**config.mk**
```make
export PLATFORM = sky130hd
export DESIGN_NAME = cff_index_parser_flat
export DESIGN_NICKNAME = d
export VERILOG_FILES = /design/src/rtl/cip_pkg.sv /design/src/rtl/cip_if.sv /design/src/rtl/cff_index_parser.sv /design/src/rtl/cip_decode.sv /design/src/rtl/cip_out_reg.sv /design/src/flat_wrapper.sv
export SDC_FILE = /design/constraint.sdc
export NUM_CORES = 1
export LEC_CHECK = 0
export CORE_MARGIN = 5
export CORE_UTILIZATION = 50
export DETAILED_ROUTE_END_ITERATION = 16
export DONT_BUFFER_PORTS = 1
export GPL_TIMING_DRIVEN = 0
export PLACE_DENSITY = 0.69
export SLEW_MARGIN = 20
export SYNTH_ARGS = -nofsm -noshare
export SYNTH_HDL_FRONTEND = slang
export SYNTH_SLANG_ARGS = --single-unit
export TNS_END_PERCENT = 100
```
**constraint.sdc**
```tcl
create_clock -name clk -period 6.4 [get_ports clk]
set_input_delay 0.32 -clock clk [delete_from_list [all_inputs] [get_ports clk]]
set_output_delay 0.32 -clock clk [all_outputs]
set_load 0.03 [all_outputs]
```
**src/rtl/cip_pkg.sv**
```systemverilog
`timescale 1ns / 1ps
`default_nettype none
// ----------------------------------------------------------------------------
// cip_pkg
// Shared types and constants for the CFF INDEX stream parser.
// ----------------------------------------------------------------------------
package cip_pkg;

	localparam int unsigned ByteW   = 8;
	localparam int unsigned CountW  = 16;
	localparam int unsigned WordW   = 32;
	localparam int unsigned OffNumW = CountW + 1;
	localparam int unsigned OffSzW  = 3;
	localparam logic [ByteW-1:0] OffSzMax = ByteW'(4);

	// Parser phase
	typedef enum logic [2:0] {
		PH_COUNT_HI = 3'd0,
		PH_COUNT_LO = 3'd1,
		PH_OFFSIZE  = 3'd2,
		PH_OFFSET   = 3'd3,
		PH_DATA     = 3'd4
	} phase_t;

	// Result kinds
	typedef enum logic [1:0] {
		KIND_OFFSET = 2'd0,
		KIND_DATA   = 2'd1,
		KIND_EMPTY  = 2'd2,
		KIND_ERROR  = 2'd3
	} kind_t;

	typedef struct packed {
		kind_t              kind;
		logic [WordW-1:0]   value;
		logic [WordW-1:0]   position;
		logic               last;
	} result_t;

endpackage : cip_pkg
`default_nettype wire

```
**src/rtl/cip_if.sv**
```systemverilog
`timescale 1ns / 1ps
`default_nettype none
// ----------------------------------------------------------------------------
// cip_if
// Valid/ready channels: byte requests in, parse results out.
// ----------------------------------------------------------------------------
interface cip_in_if;
	logic       valid;
	logic       ready;
	logic [7:0] in_byte;
	logic       restart;

	modport source (output valid, output in_byte, output restart, input ready);
	modport sink   (input valid, input in_byte, input restart, output ready);
endinterface : cip_in_if

interface cip_out_if;
	logic        valid;
	logic        ready;
	logic [1:0]  kind;
	logic [31:0] value;
	logic [31:0] position;
	logic        last;

	modport source (output valid, output kind, output value, output position,
		output last, input ready);
	modport sink   (input valid, input kind, input value, input position,
		input last, output ready);
endinterface : cip_out_if
`default_nettype wire

```
**src/rtl/cff_index_parser.sv**
```systemverilog
`timescale 1ns / 1ps
`default_nettype none
// ----------------------------------------------------------------------------
// cff_index_parser
// Streams a CFF INDEX byte by byte: header, offsets, then data bytes.
// ----------------------------------------------------------------------------
//
//  Channel   Dir  Payload                         Notes
//  bytes     in   in_byte[7:0], restart           one INDEX byte per request
//  results   out  kind[1:0], value[31:0],         zero or one result per byte
//                 position[31:0], last
//
// Throughput is one byte per cycle while the result register is not stalled;
// the parse step is a single 32-bit shift, add and compare between the input
// register and the result register, which holds each result that is produced.
// arst_n clears valid flags and parser state to "awaiting count high byte".
// A stalled result holds the result register; the input register still
// drains bytes that produce no result, and the input stalls only when a
// result-producing byte finds the result register full and not draining.
//
module cff_index_parser import cip_pkg::*; (
	input  wire logic  clk,
	input  wire logic  arst_n,
	cip_in_if.sink     bytes,
	cip_out_if.source  results
);

	// Input register
	logic             valid_s1;
	logic [ByteW-1:0] byte_s1;
	logic             restart_s1;

	logic    has_result;
	result_t result;
	logic    out_free;
	logic    advance;

	// The registered byte moves into the parser state when its result (if
	// any) has a place in the result register.
	assign advance     = valid_s1 && (out_free || !has_result);
	assign bytes.ready = !valid_s1 || advance;

	always_ff @(posedge clk or negedge arst_n) begin
		if (!arst_n) begin
			valid_s1 <= 1'b0;
		end else if (bytes.ready) begin
			valid_s1 <= bytes.valid;
		end
	end

	always_ff @(posedge clk) begin
		if (bytes.ready && bytes.valid) begin
			byte_s1    <= bytes.in_byte;
			restart_s1 <= bytes.restart;
		end
	end

	// Parser state and per-byte decode
	cip_decode u_decode (
		.clk        (clk),
		.arst_n     (arst_n),
		.advance    (advance),
		.in_byte    (byte_s1),
		.restart    (restart_s1),
		.has_result (has_result),
		.result     (result)
	);

	// Result register
	cip_out_reg u_out_reg (
		.clk     (clk),
		.arst_n  (arst_n),
		.load    (advance && has_result),
		.result  (result),
		.free    (out_free),
		.out_res (results)
	);

endmodule : cff_index_parser
`default_nettype wire

```
**src/rtl/cip_decode.sv**
```systemverilog
`timescale 1ns / 1ps
`default_nettype none
// ----------------------------------------------------------------------------
// cip_decode
// Parser state and the per-byte next-state / result logic.
// ----------------------------------------------------------------------------
module cip_decode import cip_pkg::*; (
	input  wire logic             clk,
	input  wire logic             arst_n,
	input  wire logic             advance,
	input  wire logic [ByteW-1:0] in_byte,
	input  wire logic             restart,
	output      logic             has_result,
	output      result_t          result
);

	phase_t              phase_q, phase_d;
	logic [CountW-1:0]   count_q, count_d;
	logic [OffSzW-1:0]   width_q, width_d;
	logic [OffSzW-1:0]   left_q, left_d;
	logic [WordW-1:0]    acc_q, acc_d;
	logic [OffNumW-1:0]  num_q, num_d;
	logic [WordW-1:0]    len_q, len_d;
	logic [WordW-1:0]    cnt_q, cnt_d;

	phase_t              ph_eff;
	logic [WordW-1:0]    acc_shift;
	logic [OffSzW-1:0]   left_dec;
	logic [WordW-1:0]    cnt_inc;

	always_ff @(posedge clk or negedge arst_n) begin
		if (!arst_n) begin
			phase_q <= PH_COUNT_HI;
			count_q <= '0;
			width_q <= '0;
			left_q  <= '0;
			acc_q   <= '0;
			num_q   <= '0;
			len_q   <= '0;
			cnt_q   <= '0;
		end else if (advance) begin
			phase_q <= phase_d;
			count_q <= count_d;
			width_q <= width_d;
			left_q  <= left_d;
			acc_q   <= acc_d;
			num_q   <= num_d;
			len_q   <= len_d;
			cnt_q   <= cnt_d;
		end
	end

	always_comb begin
		ph_eff     = restart ? PH_COUNT_HI : phase_q;
		acc_shift  = {acc_q[WordW-ByteW-1:0], in_byte};
		left_dec   = left_q - OffSzW'(1);
		cnt_inc    = cnt_q + WordW'(1);

		phase_d    = ph_eff;
		count_d    = count_q;
		width_d    = width_q;
		left_d     = left_q;
		acc_d      = acc_q;
		num_d      = num_q;
		len_d      = len_q;
		cnt_d      = cnt_q;

		has_result      = 1'b0;
		result.kind     = KIND_OFFSET;
		result.value    = '0;
		result.position = '0;
		result.last     = 1'b0;

		case (ph_eff)
			PH_COUNT_LO: begin
				count_d = {count_q[CountW-1:ByteW], in_byte};
				phase_d = PH_OFFSIZE;
			end
			PH_OFFSIZE: begin
				width_d = in_byte[OffSzW-1:0];
				if (count_q == '0) begin
					phase_d     = PH_COUNT_HI;
					has_result  = 1'b1;
					result.kind = KIND_EMPTY;
					result.last = 1'b1;
				end else if (in_byte == '0 || in_byte > OffSzMax) begin
					phase_d     = PH_COUNT_HI;
					has_result  = 1'b1;
					result.kind = KIND_ERROR;
					result.last = 1'b1;
				end else begin
					left_d  = in_byte[OffSzW-1:0];
					acc_d   = '0;
					num_d   = '0;
					len_d   = '0;
					cnt_d   = '0;
					phase_d = PH_OFFSET;
				end
			end
			PH_OFFSET: begin
				acc_d  = acc_shift;
				left_d = left_dec;
				if (left_dec == '0) begin
					has_result = 1'b1;
					if (num_q >= {1'b0, count_q}) begin
						// final offset sets the data length
						if (acc_shift == '0) begin
							phase_d     = PH_COUNT_HI;
							result.kind = KIND_ERROR;
							result.last = 1'b1;
						end else begin
							len_d           = acc_shift - WordW'(1);
							cnt_d           = '0;
							result.kind     = KIND_OFFSET;
							result.value    = acc_shift;
							result.position = WordW'(num_q);
							if (acc_shift == WordW'(1)) begin
								phase_d     = PH_COUNT_HI;
								result.last = 1'b1;
							end else begin
								phase_d = PH_DATA;
							end
						end
					end else begin
						num_d           = num_q + OffNumW'(1);
						left_d          = width_q;
						acc_d           = '0;
						result.kind     = KIND_OFFSET;
						result.value    = acc_shift;
						result.position = WordW'(num_q);
					end
				end
			end
			PH_DATA: begin
				cnt_d           = cnt_inc;
				has_result      = 1'b1;
				result.kind     = KIND_DATA;
				result.value    = WordW'(in_byte);
				result.position = cnt_q;
				if (cnt_inc == len_q) begin
					result.last = 1'b1;
					phase_d     = PH_COUNT_HI;
				end
			end
			default: begin
				count_d = {in_byte, ByteW'(0)};
				phase_d = PH_COUNT_LO;
			end
		endcase
	end

endmodule : cip_decode
`default_nettype wire

```
**src/rtl/cip_out_reg.sv**
```systemverilog
`timescale 1ns / 1ps
`default_nettype none
// ----------------------------------------------------------------------------
// cip_out_reg
// Result register driving the output channel.
// ----------------------------------------------------------------------------
module cip_out_reg import cip_pkg::*; (
	input  wire logic    clk,
	input  wire logic    arst_n,
	input  wire logic    load,
	input  wire result_t result,
	output      logic    free,
	cip_out_if.source    out_res
);

	logic    valid_q;
	result_t res_q;

	assign free = !valid_q || out_res.ready;

	always_ff @(posedge clk or negedge arst_n) begin
		if (!arst_n) begin
			valid_q <= 1'b0;
		end else if (load) begin
			valid_q <= 1'b1;
		end else if (out_res.ready) begin
			valid_q <= 1'b0;
		end
	end

	always_ff @(posedge clk) begin
		if (load) begin
			res_q <= result;
		end
	end

	assign out_res.valid    = valid_q;
	assign out_res.kind     = res_q.kind;
	assign out_res.value    = res_q.value;
	assign out_res.position = res_q.position;
	assign out_res.last     = res_q.last;

endmodule : cip_out_reg
`default_nettype wire

```
**src/flat_wrapper.sv**
```systemverilog
// flat-port wrapper written by rule: the top's interface ports become plain ports
module cff_index_parser_flat import cip_pkg::*;
  (clk, arst_n, bytes_valid, bytes_in_byte, bytes_restart, bytes_ready, results_valid, results_kind, results_value, results_position, results_last, results_ready);
  cip_in_if bytes_i ();
  cip_out_if results_i ();
  input  wire logic clk;
  input  wire logic arst_n;
  input wire logic [$bits(bytes_i.valid)-1:0] bytes_valid;
  input wire logic [$bits(bytes_i.in_byte)-1:0] bytes_in_byte;
  input wire logic [$bits(bytes_i.restart)-1:0] bytes_restart;
  output wire logic [$bits(bytes_i.ready)-1:0] bytes_ready;
  output wire logic [$bits(results_i.valid)-1:0] results_valid;
  output wire logic [$bits(results_i.kind)-1:0] results_kind;
  output wire logic [$bits(results_i.value)-1:0] results_value;
  output wire logic [$bits(results_i.position)-1:0] results_position;
  output wire logic [$bits(results_i.last)-1:0] results_last;
  input wire logic [$bits(results_i.ready)-1:0] results_ready;
  assign bytes_i.valid = bytes_valid;
  assign bytes_i.in_byte = bytes_in_byte;
  assign bytes_i.restart = bytes_restart;
  assign bytes_ready = bytes_i.ready;
  assign results_valid = results_i.valid;
  assign results_kind = results_i.kind;
  assign results_value = results_i.value;
  assign results_position = results_i.position;
  assign results_last = results_i.last;
  assign results_i.ready = results_ready;
  cff_index_parser u_core (.clk(clk), .arst_n(arst_n), .bytes(bytes_i), .results(results_i));
endmodule
```
Yosys cells after proc, flatten, opt, wreduce, memory -nomap -nowiden
Cells that the tools add are included.

word-level totals
  flip-flop bits (word level) = 208
  input bits = 13
  output and inout port bits = 69

cells by class
  $add $sub $neg = 4
  magnitude comparators = 2
  equal/unequal tests = 12
  mux-type cells = 52
  bitwise operators = 2
  reduce and logical (&&, ||, !) cells = 25

operators by type and width
  kind                     number
  $mux W32                 8
  $pmux W64 S2             1
  $pmux W32 S3             1
  $mux W17                 4
  $mux W67                 1
  $mux W66                 1
  $mux W64                 1
  $pmux W32 S2             1
  $mux W24                 2
  $pmux W24 S2             1
  $pmux W17 S2             1
  $mux W3                  11
  $add A32 B1 Y32 const B  1
  $eq A32 B1 Y1 const B    1
  $eq A32 B32 Y1           1
  $logic_not A32 Y1        1
  $pmux W16 S2             1
  $sub A32 B1 Y32 const B  1
  $add A17 B1 Y17 const B  1
  $ge A17 B16 Y1           1
  $logic_not A16 Y1        1
  $reduce_and A7 Y1        2
  $ne A2 B2 Y1 const B     6
  $pmux W3 S4              1
  other kinds (23)         46

Logic depth before layout (Yosys ltp)
  depth after elaboration = 10
  depth in mapped cells = 11

Modules after synthesis
From an unflattened synthesis, not the netlist that was laid out.

second synthesis, totals
  cell total of the unflattened synthesis = 1064
  area, all modules = 10874.2 um^2

modules (own cells, without submodules)
  module            times used  cells each  area each (um^2)  sequential area each (um^2)
  cip_decode        1           978         8465.6            3253.1
  cip_out_reg       1           70          2059.5            2037.0
  cff_index_parser  1           16          349.1             295.3

Worst setup path before layout
OpenSTA, ideal clock, no wires.

  path type = register -> register
  start = reg u_core.byte_s1[6]
  end = reg u_core.u_out_reg.res_q, in the netlist u_core.u_out_reg.out_res.kind[0] (enable)
  library setup time = 0.492 ns
  arrival = 4.448 ns
  slack = 1.459 ns
  cell stages (with the launch flop) = 8
  buffers on the path = 1
  period minus slack after synthesis = 4.941 ns
  cells stage by stage = edfxtp_1 > buf_6 > or4_4 > nor3_4 > a21boi_2 > nor3_4 > o21ai_2 > nor2_1

between the ends
  cells in the longest elaborated chain, start to end = 9
  elaborated cells between the ends (all ways) = 10

ends and longest elaborated chain
  item                                                     RTL line                source
  start, declared                                          cff_index_parser.sv:30  logic [ByteW-1:0] byte_s1;
  start signal, assigned                                   cff_index_parser.sv:53  byte_s1 <= bytes.in_byte;
  $gt A8 B3 Y1 / $logic_not A8 Y1 (equally long branches)  cip_decode.sv:86        end else if (in_byte == '0 || in_byte > OffSzMax) begin
  $logic_or A1 B1 Y1 (*)                                   cip_decode.sv:86
  $mux W1 (*)                                              cip_decode.sv:86
  $mux W1 (*)                                              cip_decode.sv:81        if (count_q == '0) begin
  $pmux W1 S3 (*)                                          cip_decode.sv:74        case (ph_eff)
  $logic_not A1 Y1                                         cff_index_parser.sv:40  assign advance = valid_s1 && (out_free || !has_result);
  $logic_or A1 B1 Y1                                       cff_index_parser.sv:40
  $logic_and A1 B1 Y1                                      cff_index_parser.sv:40
  $logic_and A1 B1 Y1 (*)                                  cff_index_parser.sv:73  .load (advance && has_result),
  net u_core.u_out_reg.load                                cip_out_reg.sv:10       input wire logic load,
  end signal, assigned                                     cip_out_reg.sv:33       res_q <= result;
  end, declared                                            cip_out_reg.sv:17       result_t res_q;

The timed path passes the listed nets; every way through them passes the cells marked *.
A chain may end at the register's enable or synchronous reset.

==> summary.log <==
INFO  logic_synthesis synth_xor_xnor_area_share=6.14%
INFO  global_route   grt_pass1_wl=45100um
INFO  global_route   globalRoute.totalOverflow=0
INFO  logic_synthesis avgSynthCellArea=10.2squm
INFO  cells_and_area stdcell_count=1400
INFO  logic_synthesis ys.warnings.count=0
INFO  flow_run       drv.max_cap_violation_count=0
INFO  clock_tree     cts_buffers=24
INFO  floorplanning  fp.coreArea=21200squm
INFO  logic_synthesis asyncSetResetFlopFracSynth=63.5%
INFO  logic_synthesis yosys_most_used_dff=sky130_fd_sc_hd__dfrtp_1
INFO  clock_tree     clk_latency=0.52ns
INFO  pwr            power.density=276nW/um^2
INFO  logic_synthesis yosys_reg_bits=208
INFO  critical_path  worstSetupStartpointType=flip-flop
INFO  route          detailroute.via_count=8556
INFO  global_route   antenna_found_initial=0
INFO  critical_path  worstPathMaxFanout=10
INFO  cells_and_area post-route-cell-area=12300squm
INFO  route          wire_per_inst=20.4um
INFO  clock_tree     cts_num_sinks=208
INFO  critical_path  worst-setup-path-type=flip-flop to flip-flop
INFO  place          place_area=11300squm
INFO  cells_and_area area_taken_by_multi_input_logic_gates=4890squm
INFO  floorplanning  io-pin-count=82
INFO  clock_tree     cts_tree=done
INFO  sta            slew_at_the_pin_with_the_worst_max_slew_slack=0.976ns
INFO  route          route.detailed.vias_per_inst=6.11
INFO  clock_tree     setup_fix_bufs_post_cts=0
INFO  place          dp_worst_setup_slack=2.86ns
INFO  pwr            report.power.total=3.38mW
INFO  min_path       min_path_type=input pin to flip-flop
INFO  floorplanning  design.die.area=24700squm
INFO  cells_and_area seq_area=5590squm
INFO  cells_and_area most-common-layout-cells=sky130_fd_sc_hd__dfrtp_1, sky130_fd_sc_hd__nand2_1, sky130_fd_sc_hd__o21ai_0, sky130_fd_sc_hd__edfxtp_1, sky130_fd_sc_hd__nor2_1
INFO  pwr            peakVddDrop=0.217mV
INFO  route          detail_route.iter0.violations=810
INFO  logic_synthesis synth.area.mux_share=1.03%
INFO  critical_path  timing.critical_path.arrival=3.94ns
INFO  floorplanning  floorplan.rows=53
INFO  floorplanning  effective_utilization_at_floorplan=51.1%
INFO  place          portBuffers=0
INFO  cells_and_area fillers=1794
INFO  place          place.detailed.instances=1344
INFO  critical_path  data_required_time_of_the_critical_path=6.66ns
INFO  clock_tree     cts.path.max_buffers=3
INFO  route          postRouteAntennaNets=0
INFO  global_route   grt_max_degree=133
INFO  route          drt_total_wl=28600um
INFO  logic_synthesis synthAdderAreaFrac=2.65%
INFO  logic_synthesis library_cell_occupying_the_most_area_in_the_post_synthesis_netlist=sky130_fd_sc_hd__dfrtp_1
INFO  clock_tree     postCtsHoldBufs=12
INFO  cells_and_area layout.cells.most_common=sky130_fd_sc_hd__dfrtp_1
INFO  run_status     outcome=completed
INFO  floorplanning  die_width=157um
INFO  floorplanning  die_h=157um
INFO  route          drcViolationCount=0
INFO  logic_synthesis synth-seq-area-share=51.5%
INFO  logic_synthesis synth.cell_area=10800squm
INFO  cells_and_area nNetsFinal=1143
INFO  logic_synthesis synthesis.nets=1102
INFO  route          drt_pass1_iterations=5
INFO  logic_synthesis synth_edf_count=76
INFO  logic_synthesis synth_area_leaders=sky130_fd_sc_hd__dfrtp_1, sky130_fd_sc_hd__edfxtp_1, sky130_fd_sc_hd__xnor2_1
INFO  sta            maxSlewViolCount=0
INFO  cells_and_area drive_above_1_share=8.80%
INFO  sta            final-setup-viol-count=0
INFO  sta            timing.final.crit_period=3.67ns
INFO  pwr            power_leakage=4.87nW
INFO  sta            finalClockSkew=0.0125ns
INFO  sta            timing.final.crit_share=57.4%
INFO  logic_synthesis synth_simple_gate_area_share=19.9%
INFO  sta            grt_setup_unrepaired=false
INFO  cells_and_area syn_to_final_growth=13.0%
INFO  clock_tree     cts.root.buffer_cell=sky130_fd_sc_hd__clkbuf_16
INFO  sta            timing.max_slew.rel_slack=34.5%
INFO  place          detailed_place_hpwl=19900um
INFO  sta            fmaxAchievable=0.272GHz
INFO  place          routabilityCongestion=0.928
INFO  global_route   first_global_vias=8034
INFO  clock_tree     post_cts_resized=0
INFO  logic_synthesis post_synth_num_cell_types=73
INFO  logic_synthesis largest_family_of_logic_cells_by_synthesized_area=simple AND/OR/NAND/NOR gates
INFO  logic_synthesis post_synth_inst_count=1066
INFO  critical_path  timing.critical_path.to_type=flip-flop
INFO  logic_synthesis synth-compound-area-share=15.2%
INFO  global_route   grt_use_total=23.0%
INFO  sta            final_hold_viol_count=0
INFO  clock_tree     cts_htree_levels=1
INFO  sta            setup_slack=2.73ns
INFO  clock_tree     cts.reportedPaths.clkPinSlew=0.06ns
INFO  cells_and_area antenna_diode_count=0
INFO  logic_synthesis synth_largest_type_area_fraction=30.4%
==> area by class of cell <==
| cell class | count | area share, % |
|---|---|---|
| sequential | 208 | 45.6 |
| multi-input combinational | 765 | 39.9 |
| clock buffer | 27 | 5.33 |
| tap | 275 | 2.81 |
| buffer | 64 | 2.30 |
| clock inverter | 17 | 1.76 |
| timing repair buffer | 15 | 1.49 |
| inverter | 29 | 0.888 |
==> synth_stat cells (all sizes together) (2+ instances only) <==
library cell	instances
dfrtp	132
nand2	108
o21ai	81
edfxtp	76
nor2	71
xnor2	48
and2	45
clkbuf	45
nor3	44
a21oi	40
a22o	39
inv	29
nand3	29
xor2	28
ha	23
nand4	21
o31ai	21
nor4	20
buf	19
and3	15
or3	14
a31oi	11
a21o	10
mux2	9
nor2b	9
a41oi	8
nand2b	8
or4	7
o211ai	6
a211oi	4
and4	4
o2111ai	4
a31o	3
nand4b	3
nor3b	3
nor4b	3
o21a	3
a21boi	2
nand3b	2
o21bai	2
o22ai	2
o31a	2
o32a	2
==> flip-flops by register name, summed over array words and instances (netlist names), 2 cells and up <==
register,flops
u_core.u_decode.left_q,3
u_core.u_out_reg.out_res.position,32
u_core.u_decode.cnt_q,32
u_core.u_decode.len_q,32
u_core.u_decode.width_q,3
u_core.byte_s1,8
u_core.u_decode.acc_q,24
u_core.u_decode.num_q,17
u_core.u_decode.count_q,16
u_core.u_decode.phase_q,3
u_core.u_out_reg.out_res.kind,2
u_core.u_out_reg.out_res.value,32
==> power by group <==
group | internal [mW] | switching [mW]
logic | 0.125 | 0.215
registers | 1.46 | 0.112
clock network | 0.904 | 0.568
total | 2.49 | 0.895
==> per-layer routing <==
layer	track usage (%)	wire [um]	up-vias
li1	-	-	3992
met1	34.4	13100	4153
met4	6.47	739	0
met5	0	0	-
met3	4.18	2150	51
met2	34.7	12600	360
==> critical path: stages (launching register included) <==
cell and delay (ns):
sky130_fd_sc_hd__dfrtp_1 0.48, sky130_fd_sc_hd__ha_1 0.34, sky130_fd_sc_hd__nand2_1 0.05, sky130_fd_sc_hd__o21ai_0 0.18, sky130_fd_sc_hd__o21bai_1 0.08, sky130_fd_sc_hd__a211oi_1 0.69, sky130_fd_sc_hd__nor2_1 0.28, sky130_fd_sc_hd__o31a_1 0.41
sky130_fd_sc_hd__clkbuf_1 0.26, sky130_fd_sc_hd__clkbuf_1 0.35, sky130_fd_sc_hd__a22o_1 0.28
==> per-stage QoR <==
step	util (%)	hold slack [ns]	TNS, ns
after floorplan	-	0.0244	0
after global placement	52.7	0.0337	-13.80
after detailed placement	53.0	0.0331	0
after CTS	57.8	0.125	0
after global routing	57.8	0.188	0
final	57.8	0.148	0
==> cells by family after synthesis <==
family / Yosys count
buf+inv: 93
mux: 10
flops: 208
simple gates: 407
compound gates: 249
fa+ha+maj: 23
xor+xnor: 76
==> final timing paths <==
path / from / to / slack [ns] / cells after the start
max: u_core.u_decode.num_q[3] / u_core.u_out_reg.out_res.position[11] / 2.73 / 10
min: results_ready / u_core.u_out_reg.out_res.valid / 0.15 / 3
max reg2reg: u_core.u_decode.num_q[3] / u_core.u_out_reg.out_res.position[11] / 2.73 / 10
min reg2reg: u_core.u_decode.len_q[23] / u_core.u_decode.len_q[23] / 0.49 / 2
max in group asynchronous: arst_n / u_core.u_decode.cnt_q[6] / 5.45 / 2
min in group asynchronous: arst_n / u_core.u_decode.count_q[1] / 0.43 / 2
No activity file was read; power rests on OpenSTA's default activity.
